File: src/rtl/b64sd_pkg.sv
`default_nettype none

package b64sd_pkg;

  // Reset value of the output limit register.
  localparam logic [15:0] OUTPUT_LIMIT_RESET = 16'd1024;

  // Most bytes that one group of four characters can yield.
  localparam int unsigned GROUP_BYTES_MAX = 3;

  // Completed groups that can wait for the byte serialiser.
  localparam int unsigned QUEUE_DEPTH = 2;

  // Slot index of the fourth character of a group.
  localparam logic [1:0] SLOT_FOURTH = 2'd3;

  // One input beat: a character of the encoded text.
  typedef struct packed {
    logic [7:0] char_code;
    logic       stream_last;
  } in_item_t;

  // One output beat: a decoded byte.
  typedef struct packed {
    logic [7:0] data_byte;
    logic       group_last;
  } out_item_t;

  // Bytes of a finished group and how many of them are to be sent (1 to 3).
  typedef struct packed {
    logic [GROUP_BYTES_MAX-1:0][7:0] data_bytes;
    logic [1:0]                      byte_count;
  } group_t;

endpackage

`default_nettype wire

File: src/rtl/b64sd_group.sv
`default_nettype none

module b64sd_group (
  input  wire logic              clk,
  input  wire logic              rst,
  input  wire logic              in_accept,
  input  wire b64sd_pkg::in_item_t item,
  input  wire logic              cfg_write,
  input  wire logic [15:0]       cfg_value,
  output b64sd_pkg::group_t      group,
  output logic                   group_push
);

  localparam logic [7:0] CHAR_UPPER_A = 8'h41;
  localparam logic [7:0] CHAR_UPPER_Z = 8'h5A;
  localparam logic [7:0] CHAR_LOWER_A = 8'h61;
  localparam logic [7:0] CHAR_LOWER_Z = 8'h7A;
  localparam logic [7:0] CHAR_DIGIT_0 = 8'h30;
  localparam logic [7:0] CHAR_DIGIT_9 = 8'h39;
  localparam logic [7:0] CHAR_PLUS    = 8'h2B;
  localparam logic [7:0] CHAR_SLASH   = 8'h2F;

  // Returns {valid, sextet}; the sextet is zero for characters outside the alphabet.
  function automatic logic [6:0] sextet_of(input logic [7:0] c);
    logic [7:0] d;
    d = 8'd0;
    if (c >= CHAR_UPPER_A && c <= CHAR_UPPER_Z) begin
      d = c - CHAR_UPPER_A;
      return {1'b1, d[5:0]};
    end else if (c >= CHAR_LOWER_A && c <= CHAR_LOWER_Z) begin
      d = c - CHAR_LOWER_A + 8'd26;
      return {1'b1, d[5:0]};
    end else if (c >= CHAR_DIGIT_0 && c <= CHAR_DIGIT_9) begin
      d = c - CHAR_DIGIT_0 + 8'd52;
      return {1'b1, d[5:0]};
    end else if (c == CHAR_PLUS) begin
      return {1'b1, 6'd62};
    end else if (c == CHAR_SLASH) begin
      return {1'b1, 6'd63};
    end
    return 7'd0;
  endfunction

  logic [15:0] output_limit;
  logic [5:0]  slot_values [3];
  logic [1:0]  slot_count;
  logic [2:0]  valid_count;
  logic [15:0] emitted_count;

  logic [5:0]  slot_values_next [3];
  logic [1:0]  slot_count_next;
  logic [2:0]  valid_count_next;
  logic [15:0] emitted_count_next;

  logic [6:0]  sextet;
  logic [5:0]  fourth_value;
  logic [5:0]  slot_upd [3];
  logic [2:0]  valid_upd;
  logic        may_run;
  logic        group_full;
  logic        group_ends;
  logic [1:0]  byte_count;
  logic [15:0] emitted_plus_one;
  logic [15:0] emitted_plus_n;

  always_comb begin
    sextet    = sextet_of(item.char_code);
    may_run   = (slot_count != 2'd0) ||
                (({1'b0, emitted_count} + 17'd3) < {1'b0, output_limit});
    valid_upd = valid_count + {2'b00, sextet[6]};
    group_full = (slot_count == b64sd_pkg::SLOT_FOURTH);
    for (int i = 0; i < 3; i++) begin
      slot_upd[i] = (slot_count == 2'(i)) ? sextet[5:0] : slot_values[i];
    end
    fourth_value = group_full ? sextet[5:0] : 6'd0;
    group_ends   = may_run && (group_full || item.stream_last);

    // The second and third bytes each need room below the limit.
    emitted_plus_one = emitted_count + 16'd1;
    byte_count = 2'd0;
    if (valid_upd >= 3'd2) begin
      byte_count = 2'd1;
    end
    if (valid_upd >= 3'd3 && emitted_plus_one < output_limit) begin
      byte_count = 2'd2;
    end
    emitted_plus_n = emitted_count + {14'd0, byte_count};
    if (valid_upd >= 3'd4 && byte_count != 2'd0 && emitted_plus_n < output_limit) begin
      byte_count = byte_count + 2'd1;
    end

    group.data_bytes[0] = {slot_upd[0], slot_upd[1][5:4]};
    group.data_bytes[1] = {slot_upd[1][3:0], slot_upd[2][5:2]};
    group.data_bytes[2] = {slot_upd[2][1:0], fourth_value};
    group.byte_count    = byte_count;
    group_push          = in_accept && group_ends && (byte_count != 2'd0);

    slot_values_next   = slot_values;
    slot_count_next    = slot_count;
    valid_count_next   = valid_count;
    emitted_count_next = emitted_count;
    if (in_accept) begin
      if (may_run) begin
        slot_values_next = slot_upd;
        slot_count_next  = slot_count + 2'd1;
        valid_count_next = valid_upd;
        if (group_ends) begin
          for (int i = 0; i < 3; i++) begin
            slot_values_next[i] = 6'd0;
          end
          slot_count_next    = 2'd0;
          valid_count_next   = 3'd0;
          emitted_count_next = emitted_count + {14'd0, byte_count};
        end
      end
      if (item.stream_last) begin
        for (int i = 0; i < 3; i++) begin
          slot_values_next[i] = 6'd0;
        end
        slot_count_next    = 2'd0;
        valid_count_next   = 3'd0;
        emitted_count_next = 16'd0;
      end
    end
  end

  always_ff @(posedge clk) begin
    if (rst) begin
      output_limit  <= b64sd_pkg::OUTPUT_LIMIT_RESET;
      for (int i = 0; i < 3; i++) begin
        slot_values[i] <= 6'd0;
      end
      slot_count    <= 2'd0;
      valid_count   <= 3'd0;
      emitted_count <= 16'd0;
    end else begin
      if (cfg_write) begin
        output_limit <= cfg_value;
      end
      slot_values   <= slot_values_next;
      slot_count    <= slot_count_next;
      valid_count   <= valid_count_next;
      emitted_count <= emitted_count_next;
    end
  end

endmodule

`default_nettype wire

File: src/rtl/b64sd_queue.sv
`default_nettype none

module b64sd_queue (
  input  wire logic                clk,
  input  wire logic                rst,
  input  wire logic                push,
  input  wire b64sd_pkg::group_t   push_group,
  output logic                     full,
  output logic                     out_valid,
  input  wire logic                out_stall,
  output b64sd_pkg::out_item_t     out_data
);

  localparam int unsigned PTR_W   = (b64sd_pkg::QUEUE_DEPTH > 1) ?
                                    $clog2(b64sd_pkg::QUEUE_DEPTH) : 1;
  localparam int unsigned COUNT_W = $clog2(b64sd_pkg::QUEUE_DEPTH + 1);
  localparam logic [PTR_W-1:0]   PTR_LAST = PTR_W'(b64sd_pkg::QUEUE_DEPTH - 1);
  localparam logic [COUNT_W-1:0] COUNT_FULL = COUNT_W'(b64sd_pkg::QUEUE_DEPTH);

  b64sd_pkg::group_t entries [b64sd_pkg::QUEUE_DEPTH];
  logic [PTR_W-1:0]   wr_ptr;
  logic [PTR_W-1:0]   rd_ptr;
  logic [COUNT_W-1:0] count;
  logic [1:0]         byte_idx;

  b64sd_pkg::group_t head;
  logic              head_last;
  logic              pop_byte;
  logic              pop_entry;

  always_comb begin
    head      = entries[rd_ptr];
    head_last = (byte_idx == (head.byte_count - 2'd1));
    out_valid = (count != '0);
    full      = (count == COUNT_FULL);
    pop_byte  = out_valid && !out_stall;
    pop_entry = pop_byte && head_last;
    unique case (byte_idx)
      2'd0:    out_data.data_byte = head.data_bytes[0];
      2'd1:    out_data.data_byte = head.data_bytes[1];
      2'd2:    out_data.data_byte = head.data_bytes[2];
      default: out_data.data_byte = 8'd0;
    endcase
    out_data.group_last = head_last;
  end

  always_ff @(posedge clk) begin
    if (push) begin
      entries[wr_ptr] <= push_group;
    end
  end

  always_ff @(posedge clk) begin
    if (rst) begin
      wr_ptr   <= '0;
      rd_ptr   <= '0;
      count    <= '0;
      byte_idx <= 2'd0;
    end else begin
      if (push) begin
        wr_ptr <= (wr_ptr == PTR_LAST) ? '0 : wr_ptr + PTR_W'(1);
      end
      if (pop_entry) begin
        rd_ptr   <= (rd_ptr == PTR_LAST) ? '0 : rd_ptr + PTR_W'(1);
        byte_idx <= 2'd0;
      end else if (pop_byte) begin
        byte_idx <= byte_idx + 2'd1;
      end
      count <= count + COUNT_W'(push) - COUNT_W'(pop_entry);
    end
  end

endmodule

`default_nettype wire

File: src/rtl/base64_stream_decoder.sv
`default_nettype none

// Base64 stream decoder. Characters arrive one per input beat and are decoded
// at the full input rate: one character is taken in every clock cycle while
// the output side keeps up, and each decoded byte leaves as one output beat.
// Characters are gathered in groups of four; a group closes after its fourth
// character or at the character marked stream_last, and then yields up to three
// bytes, one fewer than the number of its characters that belonged to the
// standard alphabet ('=' and all other codes count as zero and not valid).
// The rate is set by the output port, which sends one byte per cycle while out_stall
// is low: a finished group waits in a two-entry queue, and the input stalls only
// while both entries are taken. The output_limit register caps the bytes sent per
// stream (no group starts once the count reaches output_limit minus three);
// it resets to 1024 and should be written only while the decoder is idle.
// Reset is synchronous; no clearing pass follows it.

module base64_stream_decoder (
  input  wire logic                 clk,
  input  wire logic                 rst,
  // Character input channel.
  input  wire logic                 in_valid,
  output logic                      in_stall,
  input  wire b64sd_pkg::in_item_t  in_data,
  // Decoded byte output channel.
  output logic                      out_valid,
  input  wire logic                 out_stall,
  output b64sd_pkg::out_item_t      out_data,
  // Write port of the output_limit register.
  input  wire logic                 cfg_valid,
  output logic                      cfg_ready,
  input  wire logic [15:0]          cfg_data
);

  logic              in_accept;
  logic              queue_full;
  logic              group_push;
  b64sd_pkg::group_t group;

  // The register can always take a write; writes are expected only when idle.
  assign cfg_ready = 1'b1;

  // A character is taken whenever the queue has room for the group it may close.
  assign in_stall  = queue_full;
  assign in_accept = in_valid && !queue_full;

  // Group assembly: slot values, counters and the byte build for one character.
  b64sd_group u_group (
    .clk        (clk),
    .rst        (rst),
    .in_accept  (in_accept),
    .item       (in_data),
    .cfg_write  (cfg_valid && cfg_ready),
    .cfg_value  (cfg_data),
    .group      (group),
    .group_push (group_push)
  );

  // Finished groups wait here and are sent one byte per beat, the last byte
  // of each group flagged with group_last.
  b64sd_queue u_queue (
    .clk        (clk),
    .rst        (rst),
    .push       (group_push),
    .push_group (group),
    .full       (queue_full),
    .out_valid  (out_valid),
    .out_stall  (out_stall),
    .out_data   (out_data)
  );

endmodule

`default_nettype wire

File: config.mk
export PLATFORM = sky130hd
export DESIGN_NAME = base64_stream_decoder
export DESIGN_NICKNAME = d
export VERILOG_FILES = /design/src/rtl/b64sd_pkg.sv /design/src/rtl/b64sd_group.sv /design/src/rtl/b64sd_queue.sv /design/src/rtl/base64_stream_decoder.sv
export SDC_FILE = /design/constraint.sdc
export NUM_CORES = 1
export LEC_CHECK = 0
export BUFFER_PORTS_ARGS = -buffer_cell sky130_fd_sc_hd__buf_2
export CORE_MARGIN = 5
export CORE_UTILIZATION = 40
export DETAILED_ROUTE_END_ITERATION = 16
export PLACE_DENSITY_LB_ADDON = 0.08
export SYNTH_ARGS = -nofsm -noshare
export SYNTH_HDL_FRONTEND = slang
export SYNTH_SLANG_ARGS = --single-unit
File: constraint.sdc
create_clock -name clk -period 14.45 [get_ports clk]
set_clock_uncertainty 0.05 [all_clocks]
set_input_delay 2.89 -clock clk [delete_from_list [all_inputs] [get_ports clk]]
set_output_delay 2.89 -clock clk [all_outputs]
set_load 0.03 [all_outputs]
==> results.txt, run 1 <==
The run finished with clean final reports. The number of vias per cell after detailed routing was 5.619. Final hold analysis gives a worst-case slack of 0.4117 ns. By instance count, the leading cell after synthesis is ha_1. The synthesized netlist devotes 16.09% of its cell area to simple gates. The path class of the tightest hold or removal check is reg -> reg.

The worst hold path was traced through 2 stages. The length in cells of the worst reg-to-reg path is 34. After global routing the overflow that remains totals 0.

The share of the clock period used by the worst path after layout works out to 70.97%. The tools report the relative contribution of combinational cells to total power as 7.8%. Setup repair after global routing left no endpoint under its margin.

The count of synthesis-stage warnings from yosys came out at 0. The die covers 0.02101 mm². Synthesis produced 760 cells.

After routing the design area is 0.008220 mm². Total instance count after detailed placement: 990. Buffers inserted to repair hold after CTS numbered 0. The final layout contains 884 nets. In the synthesized netlist, mux cells make up 4.947% of the area. The final layout contains routed wiring with a total length of 18.73 mm. The tools report the worst flop-to-flop path endpoint as u_group.emitted_count[8]$_SDFFE_PP0P_. Initial cell density of the core: 40.55%. Detailed placement ended at an HPWL of 13.48 mm.

Share of the synthesized area in the top cell type: 21.44%. The total power per unit cell area was 104.3 mW/mm²; the relative contribution of the clock network to total power was 52.3%. In the final layout, the share of cells above drive strength 1 is 13.11%. The count of pins on the block boundary came out at 42. The cell occurring most often along the worst timing path was ha_1.

The detailed router placed 5,743 vias in this run. The maximum buffer depth of the clock tree was 2. The y dimension of the die was 145.0 µm.

The mean cell area of the mapped netlist is 9.585 µm², and the number of I/O port buffers is 40. After synthesis, flip-flops and latches occupy 38.47% of the total area. Setup violations remaining at the end of the flow were counted as 0. The synthesis-to-layout area growth was 12.85%. For the row count, the log shows 49. TritonCTS built the clock tree.

For this design the total switching power over the nets is 200.9 µW. In the routed design, unresolved DRC markers number 0. The worst path in the final design needs a cycle of 10.26 ns, including I/O delays and setup.

After detailed placement, the total cell area comes to 0.007592 mm². Counting flops and latches in the post-synthesis netlist gives 114. After detailed routing, the average wire length per cell comes to 18.32 µm.

Data arrives at the worst endpoint at 10.54 ns. The leakage power is 3.369 nW. The run gives 39.9% as the fraction of power consumed by sequential logic. In the post-synthesis netlist, the biggest area contributors are edfxtp_1 21%, dfxtp_1 17%, ha_1 12%. The synthesized netlist devotes 6.252% of its cell area to XOR and XNOR gates. STA classifies the critical path startpoint as an input port. The largest family of logic cells by synthesized area was compound AO/OA/AOI/OAI gates. Leaving out filler cells and counting taps, the final layout contains 1,022. The final number of max-transition violations is 0, and the all-layer global routing usage is 18.07%. At the end of routability-driven placement, the weighted congestion stood at 0.8869. Counting every sink on the clock net gives 114. The design draws 857.7 µW. The number of endpoints with negative hold slack in the final report was 0.

STA classifies the critical path endpoint as a flop. In this run the most critical hold path is launched from u_group.valid_count[0]$_SDFFE_PP0P_. The share of synthesized flip-flops with an asynchronous set or reset was 0%; the minimum setup slack after placement was 3.805 ns. The tools report the cell-internal power as 656.8 µW. The run gives 30.72 mm as the global-route wire length before repair. Headroom to the max-slew limit came out at 25.64%. Once detail routing completed, the nets flagged for antenna violations numbered 0.

The post-synthesis compound-gate area fraction is 16.23%. In this run, synthesis inferred 52 flip-flops with an integrated enable. Timing would allow up to 0.09751 GHz.

The biggest fanout along the worst timing path works out to 9. The tree is rooted in a clkbuf_16. In this run the critical register-to-register path is launched from u_group.emitted_count[2]$_SDFFE_PP0P_. Among all stages on the critical path, the largest delay is contributed by or4_1.

The H-tree generated during clock tree synthesis spans 4 levels. Post-CTS timing repair inserted 0 buffers for setup. The tools report the count of TritonRoute iterations in the first routing pass as 5.

For the via count of the first global-routing pass, the log shows 5,607. The delay of the slowest cell on the worst path came out at 0.48 ns. Synthesis produced a netlist with a net count of 864.

Total inserted antenna cells: 0. Clock-pin slew was measured on the worst setup and hold paths at 0.06 ns. For the end-of-flow core utilization, the log shows 45.76%. For the worst setup path, the data required time is 14.74 ns.

Max-cap violations in this run came to 0. The worst-skew pair later-pin latency is 0.42 ns. In this run, CTS created clock tree buffers numbering 17. End point of the most critical hold path: u_group.valid_count[0]$_SDFFE_PP0P_. Cell taking the most area after synthesis: edfxtp_1. Entering global routing, the biggest net connects 44 pins. Of the total power, the share spent switching nets is 23.42%. Setup slack closes at 4.195 ns. The tools report the number of antenna violations at the first check in global routing as 0. The slack of the worst reg-to-reg path was 6.56 ns; the transition time at the pin with the least slew margin was 1.114 ns.

The horizontal die dimension came out at 145.0 µm. The setup path with the least slack is of type in -> reg. The total area inside the core boundary comes to 0.01796 mm². Ranked by instance count, the synthesized netlist is headed by 72 x ha_1, 62 x dfxtp_1, 58 x nor2_1, 54 x a21oi_1, 52 x edfxtp_1.

Among all flip-flop cells after synthesis, the most frequent one is dfxtp_1. The netlist area before placement is 0.007284 mm². The layout has 1,705 filler cells. Of the total synthesized cell area, the portion taken by full adders, half adders and majority gates is 12.92%.

IR analysis of the VDD net gives a maximum drop of 0.0001024 V. After clock tree synthesis, the repair step resized 0 gates. The final sum of negative setup slack is 0 ns, and the number of different library cells in the post-synthesis netlist is 59.

The first routing iteration left 370 violations.
==> final cells by class <==
type                            count  area [µm²]  area share, %
Clock inverter                     12       181.4          2.207
Clock buffer                       20       446.7          5.434
Sequential cell                   114        2803          34.09
Inverter                           38       142.6          1.735
Multi-Input combinational cell    563        4115          50.06
Tap cell                          229       286.5          3.486
Timing Repair Buffer               46       245.2          2.983
==> per-layer routing <==
layer  vias up  part of all wire [%]  wire (µm)  GRT usage (%)
met2       177                    42       7789          25.37
met4         0                   1.3        246          4.708
met1      2725                    52       9747          27.74
li1       2825                     -          -              -
met3        16                   5.0        945          4.147
met5         -                     0          0              0
==> power by group through the flow <==
stage	registers (mW)	logic (mW)	clock network (mW)
after floorplan	0.349	0.0451	0
after global placement	0.349	0.0647	0
after detailed placement	0.349	0.0656	0
after CTS	0.342	0.0661	0.455
after global routing	0.343	0.0741	0.470
final	0.342	0.0665	0.449
==> worst max-delay path by stage <==
stage                from                                      to  slack [ns]  depth (start not counted)
6_report       in_data[3]   u_group.emitted_count[8]$_SDFFE_PP0P_        4.19                         37
3_5_place_dp   in_data[3]  u_group.emitted_count[10]$_SDFFE_PP0P_        3.80                         37
2_1_floorplan  in_data[3]  u_group.emitted_count[10]$_SDFFE_PP0P_        5.04                         36
4_1_cts        in_data[3]  u_group.emitted_count[10]$_SDFFE_PP0P_        4.21                         37
3_3_place_gp   in_data[3]  u_group.emitted_count[10]$_SDFFE_PP0P_        4.17                         37
5_1_grt        in_data[3]  u_group.emitted_count[10]$_SDFFE_PP0P_        3.35                         37
==> logic make-up after synthesis <==
family                     count (synthesis)
xor gates and xnor gates                  52
other                                      1
muxes                                     34
and+or+nand+nor                          227
DFF                                      114
buffers and inverters                     83
AOI/OAI and AO/OA                        175
adders and majority gates                 74
==> state kept, by name, indices dropped and copies added (netlist names), named ones only <==
signal and cells:
u_queue.count 2, u_queue.rd_ptr 1, u_group.emitted_count 16, u_group.slot_values 18, u_group.valid_count 3, u_queue.entries 52, u_queue.wr_ptr 1, u_group.slot_count 2
u_queue.byte_idx 2, u_group.output_limit 16
==> critical path: cells and delay by family <==
kind,cells,cell delay [ns]
AOI/OAI and AO/OA,11,2.00
xor gates and xnor gates,3,0.74
adders and majority gates,8,2.21
buffers and inverters,5,0.56
and+or+nand+nor,10,2.14
==> placed cells by master, fill, tap and decap left out, types with 9 or more instances in the layout <==
cell type / count
nand4_1: 18
nor2b_1: 17
o211ai_1: 10
and2_1: 10
clkbuf_16: 17
xnor2_1: 29
nand3_1: 27
nor2_1: 58
buf_2: 40
ha_1: 72
o31ai_1: 9
nand2b_1: 11
xor2_1: 23
nand2_1: 44
dfxtp_1: 62
mux2_2: 16
or4_1: 12
a21o_1: 12
o21ai_0: 32
a211oi_1: 10
edfxtp_1: 52
mux2i_1: 18
inv_1: 38
a21oi_1: 54
a222oi_1: 16
Power figures use the tool's default switching activity.
==> run 2: changes to the inputs <==
Settings changed: ABC_AREA set to 1.
Clock period 14.45 ns to 9.8 ns, I/O delays scaled along.
==> run 2 against run 1 <==
- flip-flop and latch count did not move
- final cell count increased by 32%
- via count grew 12%
- utilization is 0.41 points lower
- combinational power rose to 2.6 times the previous value
- register-to-register slack worse by 3.7 ns
- critical path type unchanged
- largest power group unchanged
==> results.txt, run 2 <==
The flip-flop count of the largest register after layout was 52 (unchanged); the final count of negative-setup-slack endpoints was 0 (unchanged). The final sum of negative setup slack is 0 ns (unchanged). The maximum buffer depth of the clock tree was 2 (unchanged); the number of endpoints with negative hold slack in the final report was 0 (unchanged). The number of synthesized flops with an enable pin was 52 (unchanged); the share of synthesized flip-flops with an asynchronous set or reset was 0% (unchanged). The synthesized net count was 1,144 (was 864); the arrival time at the worst endpoint was 8.12 ns (was 10.54 ns). For the minimum setup slack after placement, the log shows 1.579 ns (was 3.805 ns).

Number of gates resized after CTS: 0 (unchanged). The tools report the worst slew margin relative to its limit as 26.81% (was 25.64%). The delay of the slowest cell on the worst path is 0.44 ns (was 0.48 ns). The clock sink count is 114 (unchanged). TritonCTS built the clock tree. The count of nets left with antenna violations after detail routing is 0 (unchanged), and the transition time at the pin with the least slew margin is 1.097 ns (was 1.114 ns).

For the final number of max-transition violations, the log shows 0 (unchanged). The relative contribution of the clock network to total power was 47.7% (was 52.3%). The data required time of the worst path is 10.09 ns (was 14.74 ns).

The placed wire-length estimate came out at 15.33 mm (was 13.48 mm). The worst-skew pair later-pin latency was 0.41 ns (was 0.42 ns). For the global-route wire length before repair, the log shows 32.98 mm (was 30.72 mm). Fraction of power consumed by sequential logic: 39.5% (was 39.9%). The run gives 51 (was 49) as the row count. Registers with the most flip-flops: u_queue.entries: 52 flops, u_group.slot_values: 18 flops (unchanged). The logs give 42 (unchanged) for the count of pins on the block boundary and 18.56% (was 18.07%) for the all-layer global routing usage. The most frequent cell after synthesis was nand2_1 (was ha_1). Category of the worst setup path capture point: a flop (unchanged). Via count: 6,425 (was 5,743). The logs give 0.008826 mm² (was 0.008220 mm²) for the post-route standard cell area excluding fillers and 0.02267 mm² (was 0.02101 mm²) for the floorplan die area. Register name with the most flops: u_queue.entries (unchanged). The total CTS buffers is 17 (unchanged), and the y dimension of the die is 150.6 µm (was 145.0 µm). The number of vias per cell after detailed routing works out to 4.781 (was 5.619). The number of flip-flops and latches in the synthesized netlist was 114 (unchanged); the depth of the CTS H-tree was 4 (unchanged). The switching power total is 371.1 µW (was 200.9 µW). Kind of cell adding the most delay to the critical path: simple AND/OR/NAND/NOR gates (was adder cells). Post-CTS repair timing setup buffer count: 0 (unchanged). The logs give 0.8951 (was 0.8869) for the routability-driven placement congestion ratio and 0.008227 mm² (was 0.007592 mm²) for the total cell area at the placement stage. For the netlist area before placement, the log shows 0.007905 mm² (was 0.007284 mm²). Setup repair after global routing left no endpoint under its margin. The relative contribution of combinational cells to total power is 12.9% (was 7.8%), and the total length of routed wires is 20.09 mm (was 18.73 mm).

The tools report the share of synthesized area occupied by flip-flops and latches as 35.45% (was 38.47%). The most common cell after layout, fill and taps aside is nand2_1 (was ha_1). Commonest cells after routing, fill and taps aside: 265 x nand2_1, 130 x inv_1, 108 x nor2_1, 72 x ha_1, 63 x a21oi_1 (was 72 x ha_1, 62 x dfxtp_1, 58 x nor2_1, 54 x a21oi_1, 52 x edfxtp_1). The total of max-cap violations was 0 (unchanged); the largest net degree at the start of global routing was 36 (was 44). The logs give 40.62% (was 40.55%) for the initial cell density of the core and 0.1276 GHz for the fmax. The cell occurring most often along the worst timing path is nand2_1 (was ha_1). The tools report the startpoint type of the worst setup path as an input port (unchanged). The critical path class is in -> reg (unchanged). The switching power share of the total came out at 28.13% (was 23.42%). The post-layout net count is 1,170 (was 884).

Most numerous cell types in the synthesized netlist: 265 x nand2_1, 130 x inv_1, 109 x nor2_1, 72 x ha_1, 63 x a21oi_1 (was 72 x ha_1, 62 x dfxtp_1, 58 x nor2_1, 54 x a21oi_1, 52 x edfxtp_1). The remaining routing DRC violations came out at 0 (unchanged). The cell taking the most area after synthesis was edfxtp_1 (unchanged). The share of the clock period used by the worst path after layout is 79.94%. The cell-internal power came out at 948.1 µW (was 656.8 µW). Predominant post-synthesis flop cell: dfxtp_1 (unchanged). The synthesis-to-layout area growth was 11.65% (was 12.85%); the number of different library cells in the post-synthesis netlist was 43 (was 59).

The clock tree root buffer cell was clkbuf_16 (unchanged). Count of buffering cells on the critical path with inverters included: 5 (unchanged). The fraction of layout instances using a drive strength above 1 works out to 11.12% (was 13.11%). The logs give 0.4257 ns (was 0.4117 ns) for the final worst hold slack and 0 (unchanged) for the total inserted antenna cells. The horizontal die dimension is 150.6 µm (was 145.0 µm). The slowest library cell on the worst path is nor3_1 (was or4_1). The logs give 0 (unchanged) for the global-route congestion overflow total and 4.006 nW (was 3.369 nW) for the leakage power. The number of antenna violations at the first check in global routing came out at 0 (unchanged).

For the count of mapped cells out of synthesis, the log shows 1,040 (was 760). The count of synthesis-stage warnings from yosys came out at 0 (unchanged). The total power per unit cell area came out at 149.5 mW/mm² (was 104.3 mW/mm²).

The final period demand of the worst path was 7.834 ns; the share of the synthesized area in the top cell type was 19.75% (was 21.44%). The total core area was 0.01946 mm² (was 0.01796 mm²); the maximum ir drop on the vdd rail was 0.0001087 V (was 0.0001024 V). The tools report the initial detailed-routing violation count as 408 (was 370).

The number of I/O port buffers came out at 40 (unchanged). The biggest fanout along the worst timing path is 21 (was 9), and the routed wire length per instance is 14.95 µm (was 18.32 µm). The clock transition at the register clock pins on the worst setup and hold paths after CTS is 0.06 ns (about the same), and the slack of the critical path is 1.966 ns (was 4.195 ns). For the number of buffers inserted for hold repair after clock tree synthesis, the log shows 0 (unchanged). The tools report the via count of the first global-routing pass as 6,171 (was 5,607). Leading cell types by total area after synthesis: edfxtp_1 20%, dfxtp_1 16%, nand2_1 13% (was edfxtp_1 21%, dfxtp_1 17%, ha_1 12%).

The total power of the final layout came out at 1.319 mW (was 857.7 µW). The filler cell count came out at 2,019 (was 1,705). Class of the tightest hold or removal check: reg -> reg (unchanged).

The mean cell area of the mapped netlist came out at 7.601 µm² (was 9.585 µm²). The flow ran to the end, and the final reports show no timing, DRC or antenna violations. The count of TritonRoute iterations in the first routing pass was 4 (was 5).
[run 2: worst register-to-register path, delay by kind of cell, from the launching register on]
kind | cells | cell delay [ns]
simple gates | 17 | 2.87
fa+ha+maj | 5 | 1.45
compound gates | 7 | 1.04
flops | 1 | 0.66
xor+xnor | 3 | 0.51
buf+inv | 3 | 0.30
[run 2: kinds of logic (layout without fill, tap and decap cells)]
logic type / Yosys count / in the layout / synth area share [%]
adders and majority gates: 74 / 74 / 11.90
xor gates and xnor gates: 64 / 64 / 7.091
muxes: 1 / 1 / 0.1266
AOI/OAI and AO/OA: 150 / 150 / 10.60
DFF: 114 / 114 / 35.45
other: 1 / 1 / 0.04744
buffers and inverters: 168 / 207 / 9.307
and+or+nand+nor: 468 / 468 / 25.47
[run 2: final timing paths]
| check | endpoint | cells past startpoint | start | slack [ns] |
|---|---|---|---|---|
| min | u_group.slot_values[8]$_SDFFE_PP0P_ | 2 | u_group.slot_values[8]$_SDFFE_PP0P_ | 0.43 |
| max reg2reg | u_group.emitted_count[12]$_SDFFE_PP0P_ | 35 | u_group.emitted_count[2]$_SDFFE_PP0P_ | 2.86 |
| min reg2reg | u_group.slot_values[8]$_SDFFE_PP0P_ | 2 | u_group.slot_values[8]$_SDFFE_PP0P_ | 0.43 |
| max | u_group.emitted_count[12]$_SDFFE_PP0P_ | 38 | in_data[3] | 1.97 |
[run 2: routing by layer]
layer	routed length, µm	part of all wire, %	GRT usage [%]	up-vias
met5	0	0	0	-
li1	-	-	-	3403
met1	9623	48	24.85	2898
met3	492	2.4	2.378	22
met2	9679	48	31.35	102
met4	293	1.5	5.576	0
[run 2: power groups by stage]
stage          registers, mW  clock network [mW]  logic [mW]
4_1_cts                0.521               0.643       0.172
5_1_grt                0.522               0.666       0.195
6_report               0.521               0.629       0.170
3_5_place_dp           0.531                   0       0.171
2_1_floorplan          0.529                   0       0.126
3_3_place_gp           0.531                   0       0.171
[run 2: per-stage QoR]
step                      utilization, %  cells
after CTS                          45.35   1344
after global placement             42.27   1312
after floorplan                        -   1040
after global routing               45.35   1344
after detailed placement           42.27   1312
final                              45.35   1344
[run 2: layout make-up]
class | instances | area (µm²) | area share (%)
tap | 265 | 331.6 | 3.757
sequential | 114 | 2803 | 31.76
inverter | 132 | 500.5 | 5.671
timing repair buffer | 43 | 222.7 | 2.523
clock inverter | 15 | 173.9 | 1.971
clock buffer | 17 | 425.4 | 4.820
multi-input combinational | 758 | 4369 | 49.50
